### src/rtl/sdcq_pkg.sv
// ----------------------------------------------------------------------------
// sdcq_pkg
// Shared types and constants of the sorted cell queue with duplicate drop.
// ----------------------------------------------------------------------------
package sdcq_pkg;

  localparam int CAPACITY = 64;
  localparam int ADDR_W   = $clog2(CAPACITY);
  localparam int CNT_W    = $clog2(CAPACITY + 1);
  localparam int CMD_W    = 2;
  localparam int ROW_W    = 12;
  localparam int COL_W    = 8;
  localparam int HND_W    = 16;

  typedef enum logic [CMD_W-1:0] {
    CMD_INSERT = 2'd0,
    CMD_POP    = 2'd1,
    CMD_CLEAR  = 2'd2
  } cmd_e;

  typedef struct packed {
    logic [ROW_W-1:0] row;
    logic [COL_W-1:0] col;
    logic [HND_W-1:0] handle;
  } entry_t;

  typedef struct packed {
    logic              rd_en;
    logic [ADDR_W-1:0] rd_addr;
    logic              wr_en;
    logic [ADDR_W-1:0] wr_addr;
    entry_t            wr_data;
  } mem_req_t;

  typedef struct packed {
    logic             popped_valid;
    logic [ROW_W-1:0] popped_row;
    logic [COL_W-1:0] popped_col;
    logic [HND_W-1:0] popped_handle;
    logic             duplicate_dropped;
    logic             overflow_dropped;
    logic [CNT_W-1:0] entry_count;
  } res_t;

endpackage

### src/rtl/sdcq_if.sv
// ----------------------------------------------------------------------------
// sdcq interfaces
// Command and result channels, valid/ready handshake.
// ----------------------------------------------------------------------------
interface sdcq_cmd_if;
  import sdcq_pkg::*;

  logic             valid;
  logic             ready;
  logic [CMD_W-1:0] command;
  logic [ROW_W-1:0] row_key;
  logic [COL_W-1:0] col_key;
  logic [HND_W-1:0] node_handle;

  modport source (output valid, command, row_key, col_key, node_handle, input ready);
  modport sink   (input valid, command, row_key, col_key, node_handle, output ready);
endinterface

interface sdcq_res_if;
  import sdcq_pkg::*;

  logic             valid;
  logic             ready;
  logic             popped_valid;
  logic [ROW_W-1:0] popped_row;
  logic [COL_W-1:0] popped_col;
  logic [HND_W-1:0] popped_handle;
  logic             duplicate_dropped;
  logic             overflow_dropped;
  logic [CNT_W-1:0] entry_count;

  modport source (output valid, popped_valid, popped_row, popped_col, popped_handle,
                  duplicate_dropped, overflow_dropped, entry_count, input ready);
  modport sink   (input valid, popped_valid, popped_row, popped_col, popped_handle,
                  duplicate_dropped, overflow_dropped, entry_count, output ready);
endinterface

### src/rtl/sdcq_ram.sv
// ----------------------------------------------------------------------------
// sdcq_ram
// Entry store: one write port, one read port, registered read data.
// ----------------------------------------------------------------------------
module sdcq_ram (
  input  logic              clk_i,
  input  sdcq_pkg::mem_req_t req_i,
  output sdcq_pkg::entry_t   rdata_o
);
  import sdcq_pkg::*;

  entry_t mem_q [CAPACITY];
  entry_t rdata_q;

  always_ff @(posedge clk_i) begin
    if (req_i.wr_en) begin
      mem_q[req_i.wr_addr] <= req_i.wr_data;
    end
    if (req_i.rd_en) begin
      rdata_q <= mem_q[req_i.rd_addr];
    end
  end

  assign rdata_o = rdata_q;

endmodule

### src/rtl/sdcq_ctrl.sv
// ----------------------------------------------------------------------------
// sdcq_ctrl
// Sequencer: search, shift and pop walks over the entry store.
// Entries sit in ascending key order, so the greatest key is at count - 1.
// ----------------------------------------------------------------------------
module sdcq_ctrl (
  input  logic               clk_i,
  input  logic               rst_ni,
  sdcq_cmd_if.sink           cmd_i,
  output sdcq_pkg::mem_req_t mem_req_o,
  input  sdcq_pkg::entry_t   mem_rdata_i,
  output logic               res_valid_o,
  input  logic               res_ready_i,
  output sdcq_pkg::res_t     res_o
);
  import sdcq_pkg::*;

  localparam logic [2:0] ST_IDLE     = 3'd0;
  localparam logic [2:0] ST_SRCH     = 3'd1;
  localparam logic [2:0] ST_SRCH_CMP = 3'd2;
  localparam logic [2:0] ST_DECIDE   = 3'd3;
  localparam logic [2:0] ST_SHIFT    = 3'd4;
  localparam logic [2:0] ST_SHIFT_WR = 3'd5;
  localparam logic [2:0] ST_POP_DAT  = 3'd6;
  localparam logic [2:0] ST_DONE     = 3'd7;

  logic [2:0]       state_q, state_d;
  logic [CNT_W-1:0] occ_q, occ_d;
  logic [CNT_W-1:0] idx_q, idx_d;
  logic [CNT_W-1:0] pos_q, pos_d;
  entry_t           new_q, new_d;
  res_t             res_q, res_d;
  mem_req_t         mem_req;

  logic [CNT_W-1:0]       idx_m1;
  logic [CNT_W-1:0]       occ_m1;
  logic [ROW_W+COL_W-1:0] st_key;
  logic [ROW_W+COL_W-1:0] new_key;

  assign idx_m1  = idx_q - 1'b1;
  assign occ_m1  = occ_q - 1'b1;
  assign st_key  = {mem_rdata_i.row, mem_rdata_i.col};
  assign new_key = {new_q.row, new_q.col};

  always_comb begin
    state_d = state_q;
    occ_d   = occ_q;
    idx_d   = idx_q;
    pos_d   = pos_q;
    new_d   = new_q;
    res_d   = res_q;
    mem_req = '0;

    case (state_q)
      ST_IDLE: begin
        if (cmd_i.valid) begin
          res_d      = '0;
          new_d.row    = cmd_i.row_key;
          new_d.col    = cmd_i.col_key;
          new_d.handle = cmd_i.node_handle;
          case (cmd_e'(cmd_i.command))
            CMD_INSERT: begin
              idx_d   = occ_q;
              state_d = ST_SRCH;
            end
            CMD_POP: begin
              if (occ_q == '0) begin
                state_d = ST_DONE;
              end else begin
                mem_req.rd_en   = 1'b1;
                mem_req.rd_addr = occ_m1[ADDR_W-1:0];
                state_d         = ST_POP_DAT;
              end
            end
            CMD_CLEAR: begin
              occ_d   = '0;
              state_d = ST_DONE;
            end
            default: begin
              state_d = ST_DONE;
            end
          endcase
        end
      end
      // walk down from the greatest key until one is not greater
      ST_SRCH: begin
        if (idx_q == '0) begin
          pos_d   = '0;
          state_d = ST_DECIDE;
        end else begin
          mem_req.rd_en   = 1'b1;
          mem_req.rd_addr = idx_m1[ADDR_W-1:0];
          state_d         = ST_SRCH_CMP;
        end
      end
      ST_SRCH_CMP: begin
        if (st_key > new_key) begin
          idx_d   = idx_m1;
          state_d = ST_SRCH;
        end else if (st_key == new_key) begin
          res_d.duplicate_dropped = 1'b1;
          state_d                 = ST_DONE;
        end else begin
          pos_d   = idx_q;
          state_d = ST_DECIDE;
        end
      end
      ST_DECIDE: begin
        if (occ_q == CNT_W'(CAPACITY)) begin
          res_d.overflow_dropped = 1'b1;
          state_d                = ST_DONE;
        end else begin
          idx_d   = occ_q;
          state_d = ST_SHIFT;
        end
      end
      // move greater entries up one slot, then drop the new one into the gap
      ST_SHIFT: begin
        if (idx_q == pos_q) begin
          mem_req.wr_en   = 1'b1;
          mem_req.wr_addr = pos_q[ADDR_W-1:0];
          mem_req.wr_data = new_q;
          occ_d           = occ_q + 1'b1;
          state_d         = ST_DONE;
        end else begin
          mem_req.rd_en   = 1'b1;
          mem_req.rd_addr = idx_m1[ADDR_W-1:0];
          state_d         = ST_SHIFT_WR;
        end
      end
      ST_SHIFT_WR: begin
        mem_req.wr_en   = 1'b1;
        mem_req.wr_addr = idx_q[ADDR_W-1:0];
        mem_req.wr_data = mem_rdata_i;
        idx_d           = idx_m1;
        state_d         = ST_SHIFT;
      end
      ST_POP_DAT: begin
        res_d.popped_valid  = 1'b1;
        res_d.popped_row    = mem_rdata_i.row;
        res_d.popped_col    = mem_rdata_i.col;
        res_d.popped_handle = mem_rdata_i.handle;
        occ_d               = occ_m1;
        state_d             = ST_DONE;
      end
      ST_DONE: begin
        if (res_ready_i) begin
          state_d = ST_IDLE;
        end
      end
      default: begin
        state_d = ST_IDLE;
      end
    endcase
  end

  always_ff @(posedge clk_i or negedge rst_ni) begin
    if (!rst_ni) begin
      state_q <= ST_IDLE;
      occ_q   <= '0;
    end else begin
      state_q <= state_d;
      occ_q   <= occ_d;
    end
  end

  always_ff @(posedge clk_i) begin
    idx_q <= idx_d;
    pos_q <= pos_d;
    new_q <= new_d;
    res_q <= res_d;
  end

  assign cmd_i.ready = (state_q == ST_IDLE);
  assign mem_req_o   = mem_req;
  assign res_valid_o = (state_q == ST_DONE);

  always_comb begin
    res_o             = res_q;
    res_o.entry_count = occ_q;
  end

`ifndef ASSERT_OFF
  a_occ_bound: assert property (@(posedge clk_i) disable iff (!rst_ni)
    occ_q <= CNT_W'(CAPACITY))
    else $error("occupancy above capacity");

  a_occ_change: assert property (@(posedge clk_i) disable iff (!rst_ni)
    !$stable(occ_q) |-> state_q == ST_DONE)
    else $error("occupancy changed outside completion of a transaction");

  a_write_not_full: assert property (@(posedge clk_i) disable iff (!rst_ni)
    mem_req.wr_en |-> occ_q < CNT_W'(CAPACITY))
    else $error("store written while full");

  a_shift_range: assert property (@(posedge clk_i) disable iff (!rst_ni)
    state_q == ST_SHIFT |-> pos_q <= idx_q)
    else $error("shift walked past insert position");
`endif

endmodule

### src/rtl/sorted_dedup_cell_queue_core.sv
// ----------------------------------------------------------------------------
// sorted_dedup_cell_queue_core
// Bounded sorted queue of (row, column) keyed cell nodes, duplicates dropped.
// ----------------------------------------------------------------------------
// Usage:
//   cmd_i carries one command per transaction: insert (key and handle),
//   pop of the greatest key, or clear. res_o returns exactly one result per
//   command: the popped entry if any, the duplicate and overflow flags and
//   the entry count after the command.
//   Steps per command: clear, an unused code or a pop of an empty queue goes
//   straight to the result; a pop reads the greatest entry. An insert first
//   searches down from the greatest key past every stored key greater than
//   the new one, then moves those entries up one slot each and writes the new
//   entry into the gap. A duplicate ends the search with the duplicate flag;
//   a full store is found after the search and sets the overflow flag.
//   Each step of the search and shift walks reads the entry memory and then
//   uses its registered read data.
//   One command is in work at a time; cmd_i is ready again as soon as the
//   result has moved into the output register, even if res_o is stalled.
//   A stalled res_o holds its result; when a second result is finished the
//   sequencer waits for the register to drain.
//   Reset empties the queue at once (the count clears; stored entries are
//   not swept) and leaves res_o without a valid result.
// ----------------------------------------------------------------------------
module sorted_dedup_cell_queue_core (
  input  logic      clk_i,
  input  logic      rst_ni,
  sdcq_cmd_if.sink  cmd_i,
  sdcq_res_if.source res_o
);
  import sdcq_pkg::*;

  mem_req_t mem_req;
  entry_t   mem_rdata;
  logic     res_valid;
  logic     res_ready;
  res_t     res;
  res_t     out_q;
  logic     out_valid_q;

  sdcq_ctrl u_ctrl (
    .clk_i       (clk_i),
    .rst_ni      (rst_ni),
    .cmd_i       (cmd_i),
    .mem_req_o   (mem_req),
    .mem_rdata_i (mem_rdata),
    .res_valid_o (res_valid),
    .res_ready_i (res_ready),
    .res_o       (res)
  );

  sdcq_ram u_ram (
    .clk_i   (clk_i),
    .req_i   (mem_req),
    .rdata_o (mem_rdata)
  );

  // output register: load when empty or draining this cycle
  assign res_ready = !out_valid_q || res_o.ready;

  always_ff @(posedge clk_i or negedge rst_ni) begin
    if (!rst_ni) begin
      out_valid_q <= 1'b0;
    end else if (res_ready) begin
      out_valid_q <= res_valid;
    end
  end

  always_ff @(posedge clk_i) begin
    if (res_ready && res_valid) begin
      out_q <= res;
    end
  end

  assign res_o.valid             = out_valid_q;
  assign res_o.popped_valid      = out_q.popped_valid;
  assign res_o.popped_row        = out_q.popped_row;
  assign res_o.popped_col        = out_q.popped_col;
  assign res_o.popped_handle     = out_q.popped_handle;
  assign res_o.duplicate_dropped = out_q.duplicate_dropped;
  assign res_o.overflow_dropped  = out_q.overflow_dropped;
  assign res_o.entry_count       = out_q.entry_count;

endmodule
### src/flat_wrapper.sv
// flat-port wrapper written by rule: the top's interface ports become plain ports
module sorted_dedup_cell_queue_core_flat import sdcq_pkg::*;
  (clk_i, rst_ni, cmd_i_valid, cmd_i_command, cmd_i_row_key, cmd_i_col_key, cmd_i_node_handle, cmd_i_ready, res_o_valid, res_o_popped_valid, res_o_popped_row, res_o_popped_col, res_o_popped_handle, res_o_duplicate_dropped, res_o_overflow_dropped, res_o_entry_count, res_o_ready);
  sdcq_cmd_if cmd_i_i ();
  sdcq_res_if res_o_i ();
  input  logic clk_i;
  input  logic rst_ni;
  input wire logic [$bits(cmd_i_i.valid)-1:0] cmd_i_valid;
  input wire logic [$bits(cmd_i_i.command)-1:0] cmd_i_command;
  input wire logic [$bits(cmd_i_i.row_key)-1:0] cmd_i_row_key;
  input wire logic [$bits(cmd_i_i.col_key)-1:0] cmd_i_col_key;
  input wire logic [$bits(cmd_i_i.node_handle)-1:0] cmd_i_node_handle;
  output wire logic [$bits(cmd_i_i.ready)-1:0] cmd_i_ready;
  output wire logic [$bits(res_o_i.valid)-1:0] res_o_valid;
  output wire logic [$bits(res_o_i.popped_valid)-1:0] res_o_popped_valid;
  output wire logic [$bits(res_o_i.popped_row)-1:0] res_o_popped_row;
  output wire logic [$bits(res_o_i.popped_col)-1:0] res_o_popped_col;
  output wire logic [$bits(res_o_i.popped_handle)-1:0] res_o_popped_handle;
  output wire logic [$bits(res_o_i.duplicate_dropped)-1:0] res_o_duplicate_dropped;
  output wire logic [$bits(res_o_i.overflow_dropped)-1:0] res_o_overflow_dropped;
  output wire logic [$bits(res_o_i.entry_count)-1:0] res_o_entry_count;
  input wire logic [$bits(res_o_i.ready)-1:0] res_o_ready;
  assign cmd_i_i.valid = cmd_i_valid;
  assign cmd_i_i.command = cmd_i_command;
  assign cmd_i_i.row_key = cmd_i_row_key;
  assign cmd_i_i.col_key = cmd_i_col_key;
  assign cmd_i_i.node_handle = cmd_i_node_handle;
  assign cmd_i_ready = cmd_i_i.ready;
  assign res_o_valid = res_o_i.valid;
  assign res_o_popped_valid = res_o_i.popped_valid;
  assign res_o_popped_row = res_o_i.popped_row;
  assign res_o_popped_col = res_o_i.popped_col;
  assign res_o_popped_handle = res_o_i.popped_handle;
  assign res_o_duplicate_dropped = res_o_i.duplicate_dropped;
  assign res_o_overflow_dropped = res_o_i.overflow_dropped;
  assign res_o_entry_count = res_o_i.entry_count;
  assign res_o_i.ready = res_o_ready;
  sorted_dedup_cell_queue_core u_core (.clk_i(clk_i), .rst_ni(rst_ni), .cmd_i(cmd_i_i), .res_o(res_o_i));
endmodule
### config.mk
export PLATFORM = sky130hd
export DESIGN_NAME = sorted_dedup_cell_queue_core_flat
export DESIGN_NICKNAME = d
export VERILOG_FILES = /design/src/rtl/sdcq_pkg.sv /design/src/rtl/sdcq_if.sv /design/src/rtl/sdcq_ram.sv /design/src/rtl/sdcq_ctrl.sv /design/src/rtl/sorted_dedup_cell_queue_core.sv /design/src/flat_wrapper.sv
export SDC_FILE = /design/constraint.sdc
export NUM_CORES = 2
export LEC_CHECK = 0
export BUFFER_PORTS_ARGS = -buffer_cell sky130_fd_sc_hd__buf_2
export CORE_ASPECT_RATIO = 1.5
export CORE_MARGIN = 4
export CORE_UTILIZATION = 39
export DETAILED_ROUTE_END_ITERATION = 6
export PLACE_DENSITY = 0.62
export SYNTH_ARGS = -nofsm -noshare
export SYNTH_HDL_FRONTEND = slang
export SYNTH_SLANG_ARGS = --single-unit
### constraint.sdc
create_clock -name clk_i -period 5.3 [get_ports clk_i]
set_input_delay 0.265 -clock clk_i [delete_from_list [all_inputs] [get_ports clk_i]]
set_output_delay 0.265 -clock clk_i [all_outputs]
set_load 0.05 [all_outputs]
## Yosys cells after proc, flatten, opt, wreduce, memory -nomap -nowiden

Memory sizes are Yosys's and may differ from the RTL's. A register that Yosys moved wholly into a read port is not among the register bits.
Cells that the tools add are included.

- Output and inout bits: 48
- Memories: 1
- Bits in registers: 146
- RAM bits: 2304
- Input bits: 42
- Word-level logic and storage cells: 111

- $add $sub $neg: 3
- Equality and inequality tests: 24
- Multiplexer cells: 40
- Reductions and logical operators: 21
- Order comparisons: 1

Memory list:

| memory | depth | width | rd ports | clocked after Yosys merged registers in | wr ports | line | source |
|---|---|---|---|---|---|---|---|
| u_core.u_ram.mem_q | 64 | 36 | 1 | 1 | 1 | sdcq_ram.sv:12 | `entry_t mem_q [CAPACITY];` |

Operators by type and width:

| kind | count |
|---|---|
| 2-to-1 mux 7 bit | 15 |
| case mux 43 bit (2 select lines) | 1 |
| case mux 37 bit (2 select lines) | 1 |
| 2-to-1 mux 46 bit | 1 |
| 2-to-1 mux 43 bit | 1 |
| case mux 7 bit (3 select lines) | 2 |
| case mux 7 bit (4 select lines) | 1 |
| case mux 3 bit (8 select lines) | 1 |
| equality test 20 bit | 1 |
| greater-than comparator 20 bit | 1 |
| != test 2 bit, second input constant | 10 |
| zero test 7 bit | 2 |
| case mux 7 bit (2 select lines) | 1 |
| subtractor 7 x 1 -> 7 bit, second input constant | 2 |
| equality test 3 bit, second input constant | 4 |
| 2-to-1 mux 3 bit | 4 |
| AND reduction 4 bit | 3 |
| nonzero test 2 bit | 4 |
| adder 7 x 1 -> 7 bit, second input constant | 1 |
| equality test 7 bit | 1 |
| equality test 7 bit, second input constant | 1 |
| 2-to-1 mux 1 bit | 7 |
| equality test 3 x 2 -> 1 bit, second input constant | 2 |
| case mux 3 bit (2 select lines) | 1 |
| other kinds (16) | 21 |

## Longest topological paths before layout

- Depth after elaboration: 5
- Gate-level depth with buffers: 16
- Gate-level depth less buffers: 11

## Cells and area by module

From an unflattened synthesis, not the netlist that was laid out.

- Cell total of the unflattened synthesis: 4275
- Area total of the unflattened synthesis: 95029.9 um^2

Modules (own cells, without submodules):

| module | cells each | times used | seq. area each (um^2) | area an instance (um^2) |
|---|---|---|---|---|
| sdcq_ram | 3780 | 1 | 70267.4 | 88333.5 |
| sdcq_ctrl | 445 | 1 | 2922.8 | 5261.3 |
| sorted_dedup_cell_queue_core | 50 | 1 | 1406.3 | 1435.1 |

## Least setup slack after synthesis

Ideal clock, no wire load.

- Kind: reg2reg
- From: reg u_core.u_ctrl.state_q[1]
- To: reg u_core.u_ram.rdata_o[4] (netlist name)
- Buffers on the path: 4
- Setup time: 0.256 ns
- Slack: 0.863 ns
- Period minus slack after synthesis: 4.437 ns
- Required time: 5.044 ns
- Arrival time: 4.181 ns
- Stages on the path, launching flop included: 16
- Cell sequence: dfrtp_1 buf_2 nor3_2 nand2_1 inv_1 o211ai_4 o22ai_2 or2_1 clkbuf_1 buf_2 buf_2 mux2i_1 o22ai_1 nor4_1 a22oi_1 a22o_1

- Longest elaborated chain between the ends: 2
- Elaborated cells between the ends (all ways): 4
- Those cells by class: eq/ne: 2; mux: 1; reduce/logical: 1

Ends and longest elaborated chain:

| item | line | source |
|---|---|---|
| start, declared | sdcq_ctrl.sv:27 | `logic [2:0] state_q, state_d;` |
| start signal, assigned | sdcq_ctrl.sv:162 | `state_q <= state_d;` |
| zero test 3 bit | n/a |  |
| net cmd_i_ready | flat_wrapper.sv:13 | `output wire logic [$bits(cmd_i_i.ready)-1:0] cmd_i_ready;` |
| case mux 7 bit (3 select lines) | sdcq_ctrl.sv:54 | `case (state_q)` |

The timed path passes the listed nets, and every way through them passes these cells.
A chain may end at the register's enable or synchronous reset.

## Worst setup path in the final report

- From: reg u_core.u_ctrl.idx_q[0]
- To: reg u_core.u_ram.rdata_o[32] (netlist name)

- Longest elaborated chain between the ends: 3
- Elaborated cells between the ends (all ways): 6
- Those cells by class: add/sub: 1; eq/ne: 1; mux: 3; reduce/logical: 1

Ends and longest elaborated chain:

| item | line | source |
|---|---|---|
| start, declared | sdcq_ctrl.sv:29 | `logic [CNT_W-1:0] idx_q, idx_d;` |
| start signal, assigned | sdcq_ctrl.sv:168 | `idx_q <= idx_d;` |
| subtractor 7 x 1 -> 7 bit, or another cell as far along | sdcq_ctrl.sv:40 | `assign idx_m1 = idx_q - 1'b1;` |
| 2-to-1 mux 7 bit (on tied branches) | sdcq_ctrl.sv:119, sdcq_ctrl.sv:87 |  |
| case mux 7 bit (3 select lines) * | sdcq_ctrl.sv:54 |  |

Every way passes the cells marked *; elsewhere a longest branch is shown, timed or not.

==> flow_summary.ini <==
[run_status]
outcome = finished, violations left
failed_checks = design-rule violations

[cells_and_area]
layout.nets = 6718
layout_common_cells = edfxtp_1, nand2_1, mux2i_1
fillers = 21460
final_common_cell = edfxtp_1
area_growth_pct = 13.79
drive_above_1_share_pct = 11.70

[sta]
period_share_pct = 90.53
period_minus_slack_ps = 4798
fmax_mhz = 208.4
rsz0062_at_grt = false
slew_violations = 0
finClkSkew_ps = 34.67
timing.final.ws_setup_ps = 501.8
finalSetupViolations = 0
tns_ps = 0
finalHoldViolCount = 0
maxSlewHeadroom_pct = 11.24
tightest_slew_ps = 1331

[placed_design]
hpwl_um = 173700
dp_worst_setup_slack_ps = 584.3
portBuffers = 89
place_congestion = 0.8884

[worst_setup_path]
crit_family = compound AO/OA/AOI/OAI gates
cp.buffers_inverters = 3
worst-path-stages = 12
reg2regPathDepth = 12
slowest_stage = a211oi_1
r2r-end = u_core.u_ram.rdata_o[32]
path_class = register to register
arrival_ps = 5380
regToRegStartpoint = u_core.u_ctrl.idx_q[0]
path_max_fanout = 28
worstPathRequired_ps = 5880
path_cells = inv_1 > ha_1 > xnor2_1 > a211oi_1 > or2_4 > buf_12 > buf_12 > mux2i_1 > o22ai_1 > nor4_1 > a22o_1 > o21ai_0
cpMostUsedCell = buf_12
worstSetupStartpointType = register
critPathMaxStageDelay_ps = 660
critical_path.endpoint_type = register
ff2ff_setup_slack_ps = 500

[detailed_routing]
vias = 58980
wl_per_cell_um = 28.76
drc_errors = 3
dr.pass1.iters = 7
drtAntennaViolNets = 0
routed_via_density = 5.844
drt_iter0_drc = 6887
wirelength_um = 290200

[synthesis]
async_flop_share_pct = 0.4425
synth_top_area_cell = edfxtp_1
synth-seq-cells = 2486
synthTopCellsByArea = edfxtp_1, nand2_1, mux2i_1
ys.flop_type = edfxtp_1
syn_avg_cell_area_um2 = 15.05
synth_top_area_share_pct = 76.62
seq_area_frac_synth_pct = 76.91
synth_nets = 6511
synth_edf_count = 2475
ys_warn_count = 0
synth_cell_type_count = 80
syn_area_mm2 = 0.09699
syn_inst = 6444

[die]
die_w_um = 415.2
coreArea_mm2 = 0.2478
start_util_pct = 39.15
dieHeight_um = 618.8
io_pins = 90
rows = 224
die_area_mm2 = 0.2569

[global_routing]
grt_pass1_vias = 57660
grt_first_pass_wirelength_um = 412800
grt_overflow = 0
grt_usage_pct = 21.84
antenna_found_initial = 9
grt_max_degree = 72

[pwr]
leakagePower_nw = 36.84
pwr_density_cell_mw_per_mm2 = 618.0
ir_drop_mv = 0.8718

[min_path]
hp-class = input pin to register
min_to = u_core.u_ctrl.new_q[11]
min_from = cmd_i_node_handle[11]
hold_depth = 2

[cts]
clock_latency_ps = 860
cts-root-buf = clkbuf_16
post-cts-setup-buffers = 0
cts_max_level = 4
path_clk_slew_ps = 80
cts_sinks = 2486
clk_path_buf_depth = 4
cts_made_buffers = 212
cts_tree = yes

[flow_run]
max_cap_violations = 0
worst reg2reg max path: stages (launching register included):
cell,delay [ps]
edfxtp_1,550
inv_1,170
ha_1,330
xnor2_1,260
a211oi_1,660
or2_4,650
buf_12,350
buf_12,350
mux2i_1,230
o22ai_1,90
nor4_1,400
a22o_1,380
o21ai_0,110
cell type report:
cell class / count / area [um2] / area share, %
Antenna cell: 5 / 12.51 / 0.01134
Clock buffer: 250 / 5490 / 4.974
Clock inverter: 123 / 1201 / 1.088
Inverter: 28 / 105.1 / 0.09522
Multi-Input combinational cell: 3524 / 21160 / 19.17
Sequential cell: 2486 / 74600 / 67.59
Tap cell: 3277 / 4100 / 3.715
Timing Repair Buffer: 399 / 3704 / 3.355
timing repair:
action	CTS	global route
hold endpoints to repair	54	0
gates resized for setup	0	0
hold buffers	42	0
state kept, by name, summed over array words and instances, names as in the netlist:
register                        cells
u_core.res_o.popped_handle         16
u_core.u_ctrl.state_q               3
u_core.res_o.entry_count            7
u_core.u_ctrl.res_o                39
u_core.res_o.popped_valid           1
u_core.u_ctrl.idx_q                 7
u_core.u_ram.rdata_o               36
u_core.res_o.valid                  1
u_core.res_o.popped_row            12
u_core.u_ctrl.new_q                16
u_core.res_o.popped_col             8
u_core.u_ctrl.pos_q                 7
u_core.u_ctrl.occ_q                 7
u_core.res_o.overflow_dropped       1
u_core.res_o.duplicate_dropped      1
u_core.u_ctrl.new_key              20
u_core.u_ram.mem_q               2304
cells in the mapped netlist (all sizes together), types with 18 or more instances:
master  count
o221ai     41
nand2    1375
and3       60
a22o       70
nor2      131
ha         25
nand4      22
inv        28
a211oi     21
clkbuf    171
o21ai      46
mux2i     440
nand3     318
edfxtp   2475
a31oi     153
a32oi     117
o22ai     118
a221oi     31
buf       235
a21oi     263
nor4       79
o211ai     18
kinds of logic after synthesis:
family,synth area share (%)
flops,76.91
simple gates,8.940
compound gates,7.108
mux,4.552
buf+inv,2.016
fa+ha+maj,0.3225
xor+xnor,0.1535
power by group:
part	total (mW)	leakage, nW	internal (mW)	switching (mW)
registers	25.6	23.0	24.9	0.738
logic	27.1	10.5	7.61	19.5
clock network	15.4	3.27	8.51	6.94
layer usage:
metal / wire (um) / GRT usage [%] / part of all wire [%]
met5: 21 / 0 / 0.0072
met4: 14490 / 10.03 / 5.0
met3: 21920 / 2.952 / 7.6
met1: 102100 / 25.24 / 35
met2: 151700 / 40.10 / 52
through the flow:
stage | instances | hold WS, ps | power (mW) | util, % | instance area [um2]
floorplan | 6444 | -30.59 | 40.97 | - | 96990
global placement | 9672 | 166.7 | 52.37 | 41.67 | 103200
detailed placement | 9672 | 170.0 | 52.68 | 41.67 | 103200
CTS | 10087 | 84.59 | 67.96 | 44.54 | 110400
global route | 10088 | 112.3 | 70.46 | 44.54 | 110400
finish | 10092 | 125.4 | 68.22 | 44.55 | 110400
worst max path at each step:
stage / to / startpoint / slack [ps]
2_1_floorplan: u_core.u_ram.rdata_o[4] / u_core.u_ctrl.state_q[1] / 860
3_3_place_gp: u_core.u_ram.rdata_o[32] / u_core.u_ctrl.idx_q[0] / 670
3_5_place_dp: u_core.u_ram.rdata_o[32] / u_core.u_ctrl.idx_q[0] / 580
4_1_cts: u_core.u_ram.rdata_o[4] / u_core.u_ctrl.idx_q[0] / 590
5_1_grt: u_core.u_ram.rdata_o[32] / u_core.u_ctrl.idx_q[0] / 250
6_report: u_core.u_ram.rdata_o[32] / u_core.u_ctrl.idx_q[0] / 500
(Power assumes the default switching activity.)
